<file path="src/rtl/hmp_pkg.sv">
// Shared types and constants of the HID mouse to PS/2 packet converter.
package hmp_pkg;

	typedef enum logic [1:0] {
		REQ_REPORT = 2'd0,
		REQ_READ   = 2'd1,
		REQ_OPEN   = 2'd2,
		REQ_CLOSE  = 2'd3
	} req_t;

	typedef struct packed {
		logic [1:0]        req_type;
		logic [2:0]        report_buttons;
		logic signed [7:0] report_dx;
		logic signed [7:0] report_dy;
		logic [1:0]        read_count;
	} in_item_t;

	typedef struct packed {
		logic       out_kind;
		logic [7:0] out_byte;
		logic [1:0] byte_index;
		logic       open_status;
		logic       last;
		logic       data_ready;
	} out_item_t;

	typedef struct packed {
		req_t              op;
		logic [2:0]        buttons;
		logic signed [8:0] dx;
		logic signed [8:0] dy;
		logic [1:0]        count;
	} cmd_t;

	localparam logic KIND_BYTE = 1'b0;
	localparam logic KIND_OPEN = 1'b1;

	localparam logic STATUS_OK    = 1'b0;
	localparam logic STATUS_NODEV = 1'b1;

	localparam logic [1:0] POS_BUTTONS = 2'd0;
	localparam logic [1:0] POS_X       = 2'd1;
	localparam logic [1:0] POS_Y       = 2'd2;

	localparam int XSIGN_BIT = 4;
	localparam int YSIGN_BIT = 5;

	localparam logic [7:0] OPEN_MAX = 8'hFF;

	localparam int QUEUE_DEPTH = 4;
	localparam int QPTR_W      = 2;
	localparam int QCNT_W      = 3;

endpackage

</file>
<file path="src/rtl/hid_mouse_to_ps2_packet_top.sv">
// Top level of the HID boot mouse to PS/2 packet converter.
//
//  Channel   Direction  Handshake           Payload
//  cfg       in         cfg_we              cfg_data (device_present)
//  req       in         req_valid/stall     hmp_pkg::in_item_t
//  rsp       out        rsp_valid/stall     hmp_pkg::out_item_t
//
// A request item is taken every cycle while the four-entry command queue has room.
// The front end drops empty reads. The back end retires a report or close without an item,
// an open with one status item and a read with one item per packet byte (one to three).
// Results appear in the cycle after execution, from a registered output stage.
// Reset is asynchronous and clears all mouse state and the device present register.
// A stall on rsp holds the back end only for commands that produce an item.
module hid_mouse_to_ps2_packet_top #(
	parameter int ACC_WIDTH = 16
) (
	input  logic               clk,
	input  logic               arst_n,
	input  logic               cfg_we,
	input  logic               cfg_data,
	input  logic               req_valid,
	output logic               req_stall,
	input  hmp_pkg::in_item_t  req,
	output logic               rsp_valid,
	input  logic               rsp_stall,
	output hmp_pkg::out_item_t rsp
);

	logic          dev_present_q;
	logic          push;
	logic          pop;
	logic          q_empty;
	logic          q_full;
	hmp_pkg::cmd_t cmd;
	hmp_pkg::cmd_t head;

	always_ff @(posedge clk or negedge arst_n) begin
		if (!arst_n) begin
			dev_present_q <= 1'b0;
		end else if (cfg_we) begin
			dev_present_q <= cfg_data;
		end
	end

	hmp_front u_front (
		.req_valid (req_valid),
		.req_stall (req_stall),
		.req       (req),
		.q_full    (q_full),
		.push      (push),
		.cmd       (cmd)
	);

	hmp_queue u_queue (
		.clk       (clk),
		.arst_n    (arst_n),
		.push      (push),
		.push_data (cmd),
		.pop       (pop),
		.head      (head),
		.empty     (q_empty),
		.full      (q_full)
	);

	hmp_back #(
		.ACC_WIDTH (ACC_WIDTH)
	) u_back (
		.clk            (clk),
		.arst_n         (arst_n),
		.device_present (dev_present_q),
		.empty          (q_empty),
		.head           (head),
		.pop            (pop),
		.rsp_valid      (rsp_valid),
		.rsp_stall      (rsp_stall),
		.rsp            (rsp)
	);

endmodule

</file>
<file path="src/rtl/hmp_front.sv">
// Front end: takes request items, decodes them into commands and drops empty reads.
module hmp_front (
	input  logic             req_valid,
	output logic             req_stall,
	input  hmp_pkg::in_item_t req,
	input  logic             q_full,
	output logic             push,
	output hmp_pkg::cmd_t    cmd
);

	hmp_pkg::req_t op;
	logic          empty_read;

	assign op         = hmp_pkg::req_t'(req.req_type);
	assign empty_read = (op == hmp_pkg::REQ_READ) && (req.read_count == 2'd0);
	assign req_stall  = q_full;
	assign push       = req_valid && !q_full && !empty_read;

	always_comb begin
		cmd.op      = op;
		cmd.buttons = req.report_buttons;
		cmd.dx      = 9'(req.report_dx);
		cmd.dy      = -(9'(req.report_dy));
		cmd.count   = req.read_count;
	end

endmodule

</file>
<file path="src/rtl/hmp_queue.sv">
// Short command queue between the front end and the execution back end.
module hmp_queue (
	input  logic          clk,
	input  logic          arst_n,
	input  logic          push,
	input  hmp_pkg::cmd_t push_data,
	input  logic          pop,
	output hmp_pkg::cmd_t head,
	output logic          empty,
	output logic          full
);

	hmp_pkg::cmd_t                entry_q [hmp_pkg::QUEUE_DEPTH];
	logic [hmp_pkg::QPTR_W-1:0]   wr_ptr_q;
	logic [hmp_pkg::QPTR_W-1:0]   rd_ptr_q;
	logic [hmp_pkg::QCNT_W-1:0]   cnt_q;

	assign empty = (cnt_q == '0);
	assign full  = (cnt_q == hmp_pkg::QCNT_W'(hmp_pkg::QUEUE_DEPTH));
	assign head  = entry_q[rd_ptr_q];

	always_ff @(posedge clk) begin
		if (push) begin
			entry_q[wr_ptr_q] <= push_data;
		end
	end

	always_ff @(posedge clk or negedge arst_n) begin
		if (!arst_n) begin
			wr_ptr_q <= '0;
			rd_ptr_q <= '0;
			cnt_q    <= '0;
		end else begin
			if (push) begin
				wr_ptr_q <= wr_ptr_q + hmp_pkg::QPTR_W'(1);
			end
			if (pop) begin
				rd_ptr_q <= rd_ptr_q + hmp_pkg::QPTR_W'(1);
			end
			if (push && !pop) begin
				cnt_q <= cnt_q + hmp_pkg::QCNT_W'(1);
			end else if (pop && !push) begin
				cnt_q <= cnt_q - hmp_pkg::QCNT_W'(1);
			end
		end
	end

	assert property (@(posedge clk) disable iff (!arst_n)
		cnt_q <= hmp_pkg::QCNT_W'(hmp_pkg::QUEUE_DEPTH))
		else $error("Queue count exceeds its depth.");

	assert property (@(posedge clk) disable iff (!arst_n)
		pop |-> !empty)
		else $error("Queue popped while empty.");

	assert property (@(posedge clk) disable iff (!arst_n)
		(push && !pop) |=> !empty)
		else $error("Queue empty after a push.");

endmodule

</file>
<file path="src/rtl/hmp_back.sv">
// Back end: holds the mouse state, executes commands and registers result items.
module hmp_back #(
	parameter int ACC_WIDTH = 16
) (
	input  logic               clk,
	input  logic               arst_n,
	input  logic               device_present,
	input  logic               empty,
	input  hmp_pkg::cmd_t      head,
	output logic               pop,
	output logic               rsp_valid,
	input  logic               rsp_stall,
	output hmp_pkg::out_item_t rsp
);

	localparam int AW = ACC_WIDTH;
	localparam logic [AW-1:0] ACC_MAX = {1'b0, {(AW-1){1'b1}}};
	localparam logic [AW-1:0] ACC_MIN = {1'b1, {(AW-1){1'b0}}};

	logic [7:0]    open_cnt_q, open_cnt_d;
	logic [2:0]    latch_q, latch_d;
	logic [AW-1:0] acc_x_q, acc_x_d;
	logic [AW-1:0] acc_y_q, acc_y_d;
	logic [1:0]    pos_q, pos_d;
	logic          ready_q, ready_d;
	logic          rd_active_q, rd_active_d;
	logic [1:0]    rd_left_q, rd_left_d;
	logic          rsp_valid_q;
	hmp_pkg::out_item_t rsp_q;

	logic               out_free;
	logic               emit;
	hmp_pkg::out_item_t emit_item;
	logic [1:0]         left;
	logic [AW:0]        sum_x;
	logic [AW:0]        sum_y;
	logic [AW-1:0]      sat_x;
	logic [AW-1:0]      sat_y;
	logic [7:0]         btn_byte;
	logic               last_byte;

	assign out_free = !rsp_valid_q || !rsp_stall;
	assign left     = rd_active_q ? rd_left_q : head.count;

	assign sum_x = {acc_x_q[AW-1], acc_x_q} + {{(AW-8){head.dx[8]}}, head.dx};
	assign sum_y = {acc_y_q[AW-1], acc_y_q} + {{(AW-8){head.dy[8]}}, head.dy};
	assign sat_x = (sum_x[AW] != sum_x[AW-1]) ? (sum_x[AW] ? ACC_MIN : ACC_MAX)
	                                          : sum_x[AW-1:0];
	assign sat_y = (sum_y[AW] != sum_y[AW-1]) ? (sum_y[AW] ? ACC_MIN : ACC_MAX)
	                                          : sum_y[AW-1:0];

	always_comb begin
		btn_byte                     = 8'(latch_q);
		btn_byte[hmp_pkg::XSIGN_BIT] = acc_x_q[AW-1];
		btn_byte[hmp_pkg::YSIGN_BIT] = acc_y_q[AW-1];
	end

	always_comb begin
		pop         = 1'b0;
		emit        = 1'b0;
		emit_item   = '0;
		last_byte   = 1'b0;
		open_cnt_d  = open_cnt_q;
		latch_d     = latch_q;
		acc_x_d     = acc_x_q;
		acc_y_d     = acc_y_q;
		pos_d       = pos_q;
		ready_d     = ready_q;
		rd_active_d = rd_active_q;
		rd_left_d   = rd_left_q;
		if (!empty) begin
			unique case (head.op)
				hmp_pkg::REQ_REPORT: begin
					pop = 1'b1;
					if (open_cnt_q != 8'd0) begin
						latch_d = head.buttons;
						acc_x_d = sat_x;
						acc_y_d = sat_y;
						ready_d = 1'b1;
					end
				end
				hmp_pkg::REQ_CLOSE: begin
					pop = 1'b1;
					if (open_cnt_q != 8'd0) begin
						open_cnt_d = open_cnt_q - 8'd1;
					end
				end
				hmp_pkg::REQ_OPEN: begin
					if (out_free) begin
						pop                  = 1'b1;
						emit                 = 1'b1;
						emit_item.out_kind   = hmp_pkg::KIND_OPEN;
						emit_item.last       = 1'b1;
						emit_item.data_ready = ready_q;
						if (!device_present) begin
							emit_item.open_status = hmp_pkg::STATUS_NODEV;
						end else begin
							emit_item.open_status = hmp_pkg::STATUS_OK;
							if (open_cnt_q == 8'd0) begin
								latch_d = '0;
								acc_x_d = '0;
								acc_y_d = '0;
							end
							if (open_cnt_q != hmp_pkg::OPEN_MAX) begin
								open_cnt_d = open_cnt_q + 8'd1;
							end
						end
					end
				end
				hmp_pkg::REQ_READ: begin
					if (out_free) begin
						emit                  = 1'b1;
						ready_d               = 1'b0;
						emit_item.out_kind    = hmp_pkg::KIND_BYTE;
						emit_item.open_status = hmp_pkg::STATUS_OK;
						emit_item.data_ready  = 1'b0;
						case (pos_q)
							hmp_pkg::POS_X: begin
								emit_item.out_byte   = acc_x_q[7:0];
								emit_item.byte_index = hmp_pkg::POS_X;
								acc_x_d              = '0;
								pos_d                = hmp_pkg::POS_Y;
								last_byte            = (left == 2'd1);
							end
							hmp_pkg::POS_Y: begin
								emit_item.out_byte   = acc_y_q[7:0];
								emit_item.byte_index = hmp_pkg::POS_Y;
								acc_y_d              = '0;
								pos_d                = hmp_pkg::POS_BUTTONS;
								last_byte            = 1'b1;
							end
							default: begin
								emit_item.out_byte   = btn_byte;
								emit_item.byte_index = hmp_pkg::POS_BUTTONS;
								latch_d              = '0;
								pos_d                = hmp_pkg::POS_X;
								last_byte            = (left == 2'd1);
							end
						endcase
						emit_item.last = last_byte;
						if (last_byte) begin
							pop         = 1'b1;
							rd_active_d = 1'b0;
						end else begin
							rd_active_d = 1'b1;
							rd_left_d   = left - 2'd1;
						end
					end
				end
			endcase
		end
	end

	always_ff @(posedge clk or negedge arst_n) begin
		if (!arst_n) begin
			open_cnt_q  <= '0;
			latch_q     <= '0;
			acc_x_q     <= '0;
			acc_y_q     <= '0;
			pos_q       <= hmp_pkg::POS_BUTTONS;
			ready_q     <= 1'b0;
			rd_active_q <= 1'b0;
			rd_left_q   <= '0;
			rsp_valid_q <= 1'b0;
		end else begin
			open_cnt_q  <= open_cnt_d;
			latch_q     <= latch_d;
			acc_x_q     <= acc_x_d;
			acc_y_q     <= acc_y_d;
			pos_q       <= pos_d;
			ready_q     <= ready_d;
			rd_active_q <= rd_active_d;
			rd_left_q   <= rd_left_d;
			if (out_free) begin
				rsp_valid_q <= emit;
			end
		end
	end

	always_ff @(posedge clk) begin
		if (out_free && emit) begin
			rsp_q <= emit_item;
		end
	end

	assign rsp_valid = rsp_valid_q;
	assign rsp       = rsp_q;

	assert property (@(posedge clk) disable iff (!arst_n)
		rd_active_q |-> (!empty && head.op == hmp_pkg::REQ_READ))
		else $error("Read in progress without a read command at the queue head.");

	assert property (@(posedge clk) disable iff (!arst_n)
		rd_active_q |-> (rd_left_q != 2'd0))
		else $error("Read in progress with no bytes left.");

	assert property (@(posedge clk) disable iff (!arst_n)
		pos_q != 2'd3)
		else $error("Packet position reached an unused value.");

	assert property (@(posedge clk) disable iff (!arst_n)
		(rsp_valid_q && rsp_q.out_kind == hmp_pkg::KIND_BYTE) |-> !rsp_q.data_ready)
		else $error("Packet byte item shows data ready.");

endmodule

</file>
<file path="config.mk">
export PLATFORM = sky130hd
export DESIGN_NAME = hid_mouse_to_ps2_packet_top
export DESIGN_NICKNAME = d
export VERILOG_FILES = /design/src/rtl/hmp_pkg.sv /design/src/rtl/hid_mouse_to_ps2_packet_top.sv /design/src/rtl/hmp_front.sv /design/src/rtl/hmp_queue.sv /design/src/rtl/hmp_back.sv
export SDC_FILE = /design/constraint.sdc
export NUM_CORES = 1
export LEC_CHECK = 0
export ABC_AREA = 0
export ABC_CLOCK_PERIOD_IN_PS = 6600
export BUFFER_PORTS_ARGS = -buffer_cell sky130_fd_sc_hd__buf_4
export CAP_MARGIN = 20
export CORE_UTILIZATION = 50
export CTS_CLUSTER_SIZE = 16
export DETAILED_ROUTE_END_ITERATION = 6
export PLACE_DENSITY = 0.78
export SYNTH_ARGS = -nofsm -noshare
export SYNTH_HDL_FRONTEND = slang
export SYNTH_SLANG_ARGS = --single-unit
</file>
<file path="constraint.sdc">
create_clock -name clk -period 6.6 [get_ports clk]
set_clock_uncertainty 0.15 [all_clocks]
set_input_delay 1.32 -clock clk [delete_from_list [all_inputs] [get_ports clk]]
set_output_delay 1.32 -clock clk [all_outputs]
set_load 0.03 [all_outputs]
</file>
==> results.sh <==
export IMPL_cts_htree_levels=4
export IMPL_antennaDiodeCount=0
export IMPL_cpPeakStageDelay_ns=0.72
export IMPL_grt_max_degree=59
export IMPL_floorplan_initialDensity_pct=51.0
export IMPL_timing_final_ws_setup_ns=2.19
export IMPL_reg2reg_slack_ns=2.19
export IMPL_tightest_slew_ns=0.849
export IMPL_ys_warn_count=0
export IMPL_synth_seq_cells=168
export IMPL_timing_slew_headroom_pct=43.4
export IMPL_ant_nets=0
export IMPL_worstRegToRegCells=10
export IMPL_cp_cell_sequence="buf_4 -> mux4_2 -> ha_1 -> a41oi_1 -> a31oi_1 -> a211o_1 -> a21oi_1 -> o2111ai_1 -> o211a_2 -> a221o_1"
export IMPL_hpwl_um=12400
export IMPL_cts_root_buffer="clkbuf_16"
export IMPL_cts_made_buffers=17
export IMPL_rsz0062_at_grt="false"
export IMPL_cts_max_path_buffers=2
export IMPL_routabilityCongestion=0.870
export IMPL_final_hold_viol_count=0
export IMPL_tns_ns=0
export IMPL_worstReg2RegStart="u_queue.rd_ptr_q[0]$_DFFE_PN0P_"
export IMPL_crit_type="reg -> reg"
export IMPL_critPathLaunch="u_queue.rd_ptr_q[0]$_DFFE_PN0P_"
export IMPL_worstSkewPairLatency_ns=0.43
export IMPL_placed_cells=925
export IMPL_synth_nets=762
export IMPL_cap_violations=0
export IMPL_ioPinCount=45
export IMPL_cp_max_fo=17
export IMPL_numClockSinks=168
export IMPL_die_x_um=135
export IMPL_syn_area_mm2=0.00879
export IMPL_layout_common_cells="110 x edfxtp_1, 58 x dfrtp_1, 53 x ha_1, 50 x buf_4, 42 x nand2_1"
export IMPL_setup_viol=0
export IMPL_drv_slew=0
export IMPL_reg2reg_to="u_back.acc_x_q[14]$_DFFE_PN0P_"
export IMPL_drt_wl_total_um=17800
export IMPL_final_common_cell="edfxtp_1"
export IMPL_cts_resized=0
export IMPL_route_detailed_drc=0
export IMPL_cp_buffers_inverters=1
export IMPL_synthArstFlopShare_pct=34.5
export IMPL_drt_pass1_iter_count=4
export IMPL_post_cts_buffers=0
export IMPL_endpoint_kind="register"
export IMPL_pre_cts_ws_ns=2.17
export IMPL_num_rows=48
export IMPL_period_minus_slack_ns=4.41
export IMPL_worstHoldStart="u_back.ready_q$_DFFE_PN0P_"
export IMPL_num_vias=5783
export IMPL_endpoint="u_back.acc_x_q[14]$_DFFE_PN0P_"
export IMPL_max_freq_mhz=227
export IMPL_vias_per_cell=6.03
export IMPL_ys_types=72
export IMPL_synth_edf_count=110
export IMPL_track_usage_pct=20.7
export IMPL_die_area_mm2=0.0181
export IMPL_grt_pass1_vias=5767
export IMPL_cp_slowest_cell="dfrtp_1"
export IMPL_antenna_found_initial=0
export IMPL_drtIter0Drc=356
export IMPL_grt_overflow_total=0
export IMPL_tritoncts="yes"
export IMPL_cp_start_kind="register"
export IMPL_ctsHoldBuffers=0
export IMPL_ys_seq_area_share_pct=54.1
export IMPL_final_instance_count_excl_fill=959
export IMPL_core_area_mm2=0.0172
export IMPL_outcome="finished clean"
export IMPL_fillers=1314
export IMPL_syn_inst=676
export IMPL_avgRoutedWirePerCell_um=18.6
export IMPL_syn_to_final_growth_pct=12.7
export IMPL_worstPathArrival_ns=4.57
export IMPL_cp_depth=10
export IMPL_min_path_type="reg -> reg"
export IMPL_path_clk_slew_ns=0.07
export IMPL_path_delay_family="compound AO/OA/AOI/OAI gates"
export IMPL_grt_pass1_wl_um=28800
export IMPL_synth_flop_cell="edfxtp_1"
export IMPL_nets=807
export IMPL_drive_above_1_share_pct=18.1
export IMPL_io_buffers=44
export IMPL_avgSynthCellArea_um2=13.0
export IMPL_min_period_over_period_pct=66.9
export IMPL_worstPathRequired_ns=6.76
export IMPL_die_h_um=135
==> cells in the mapped netlist (4+ instances only) <==
library cell / number / share of area (%)
mux2i_1: 4 / 0.46
nor2b_1: 5 / 0.36
maj3_1: 7 / 0.80
a211oi_1: 5 / 0.43
o211ai_1: 7 / 0.60
edfxtp_1: 110 / 38
nor2_1: 35 / 1.5
nand2_1: 42 / 1.8
dfrtp_1: 58 / 17
o21ai_1: 12 / 0.68
a21oi_1: 33 / 1.9
buf_6: 6 / 0.77
mux4_2: 24 / 6.1
and2_1: 7 / 0.50
inv_1: 30 / 1.3
a21o_1: 17 / 1.5
a22oi_1: 6 / 0.51
xor2_1: 12 / 1.2
o21ai_0: 21 / 1.2
a221o_1: 15 / 1.7
a21oi_2: 4 / 0.40
ha_1: 53 / 7.5
mux2_2: 8 / 1.0
nor3_1: 15 / 0.85
a22o_1: 9 / 0.90
fa_1: 4 / 0.91
xnor2_1: 29 / 2.9
nand4_1: 6 / 0.43
clkbuf_1: 12 / 0.51
nand3_1: 8 / 0.46
==> sequential cells by signal, indices dropped and copies added (netlist names) <==
signal and flops:
u_queue.entry_q 96, u_back.acc_x_q 16, u_back.acc_y_q 16, u_back.rsp 14, u_back.open_cnt_q 8, u_back.latch_q 3, u_queue.cnt_q 3, u_back.pos_q 2
u_back.rd_left_q 2, u_queue.rd_ptr_q 2, u_queue.wr_ptr_q 2, dev_present_q 1, u_back.rd_active_q 1, u_back.ready_q 1, u_back.rsp_valid 1
==> worst min-delay path by stage <==
stage	end	slack, ns	depth (start not counted)
finish	u_back.ready_q$_DFFE_PN0P_	0.35	2
global placement	u_back.rd_left_q[0]$_DFFE_PN0P_	0.31	2
global route	u_back.latch_q[1]$_DFFE_PN0P_	0.37	2
CTS	u_back.ready_q$_DFFE_PN0P_	0.34	2
detailed placement	u_back.ready_q$_DFFE_PN0P_	0.33	2
floorplan	u_back.rd_left_q[0]$_DFFE_PN0P_	0.29	2
==> metal layers <==
metal | GRT usage, % | wire length [um] | part of all wire [%] | up-vias
li1 | - | - | - | 2688
met1 | 26.6 | 7650 | 43 | 2878
met2 | 34.6 | 8890 | 50 | 180
met3 | 3.49 | 831 | 4.7 | 37
met4 | 9.24 | 448 | 2.5 | 0
met5 | 0 | 0 | 0 | -
==> area by class of cell <==
class	count	area (um2)	area share (%)
inverter	30	113	1.14
multi-input combinational	453	3780	38.1
sequential	168	4750	48.0
clock inverter	13	144	1.45
clock buffer	19	443	4.47
timing repair buffer	51	390	3.94
tap	225	282	2.84
==> metrics by stage <==
step | util [%] | cell area (um2) | hold WS (ns)
final | 57.5 | 9900 | 0.345
after global routing | 57.5 | 9900 | 0.371
after CTS | 57.3 | 9880 | 0.345
after detailed placement | 53.9 | 9290 | 0.330
after global placement | 53.9 | 9290 | 0.310
after floorplan | - | 8790 | 0.294
==> tightest hold or removal path: cells and delay by family (launching register included) <==
family / cells / cell delay [ns]
flops: 1 / 0.35
compound gates: 1 / 0.06
simple gates: 1 / 0.05
==> cell families (layout without fill, tap and decap cells) <==
family                     Yosys count  count (layout)  share of synthesized area [%]
xor gates and xnor gates            42              42                           4.27
and+or+nand+nor                    142             142                           8.01
buffers and inverters               55             113                           2.95
muxes                               36              36                           7.63
DFF                                168             168                           54.1
adders and majority gates           66              66                           9.51
AOI/OAI and AO/OA                  167             167                           13.5
Power is not shown: default switching activity piles up to over one toggle a cycle in this logic, so the estimate is an artifact.
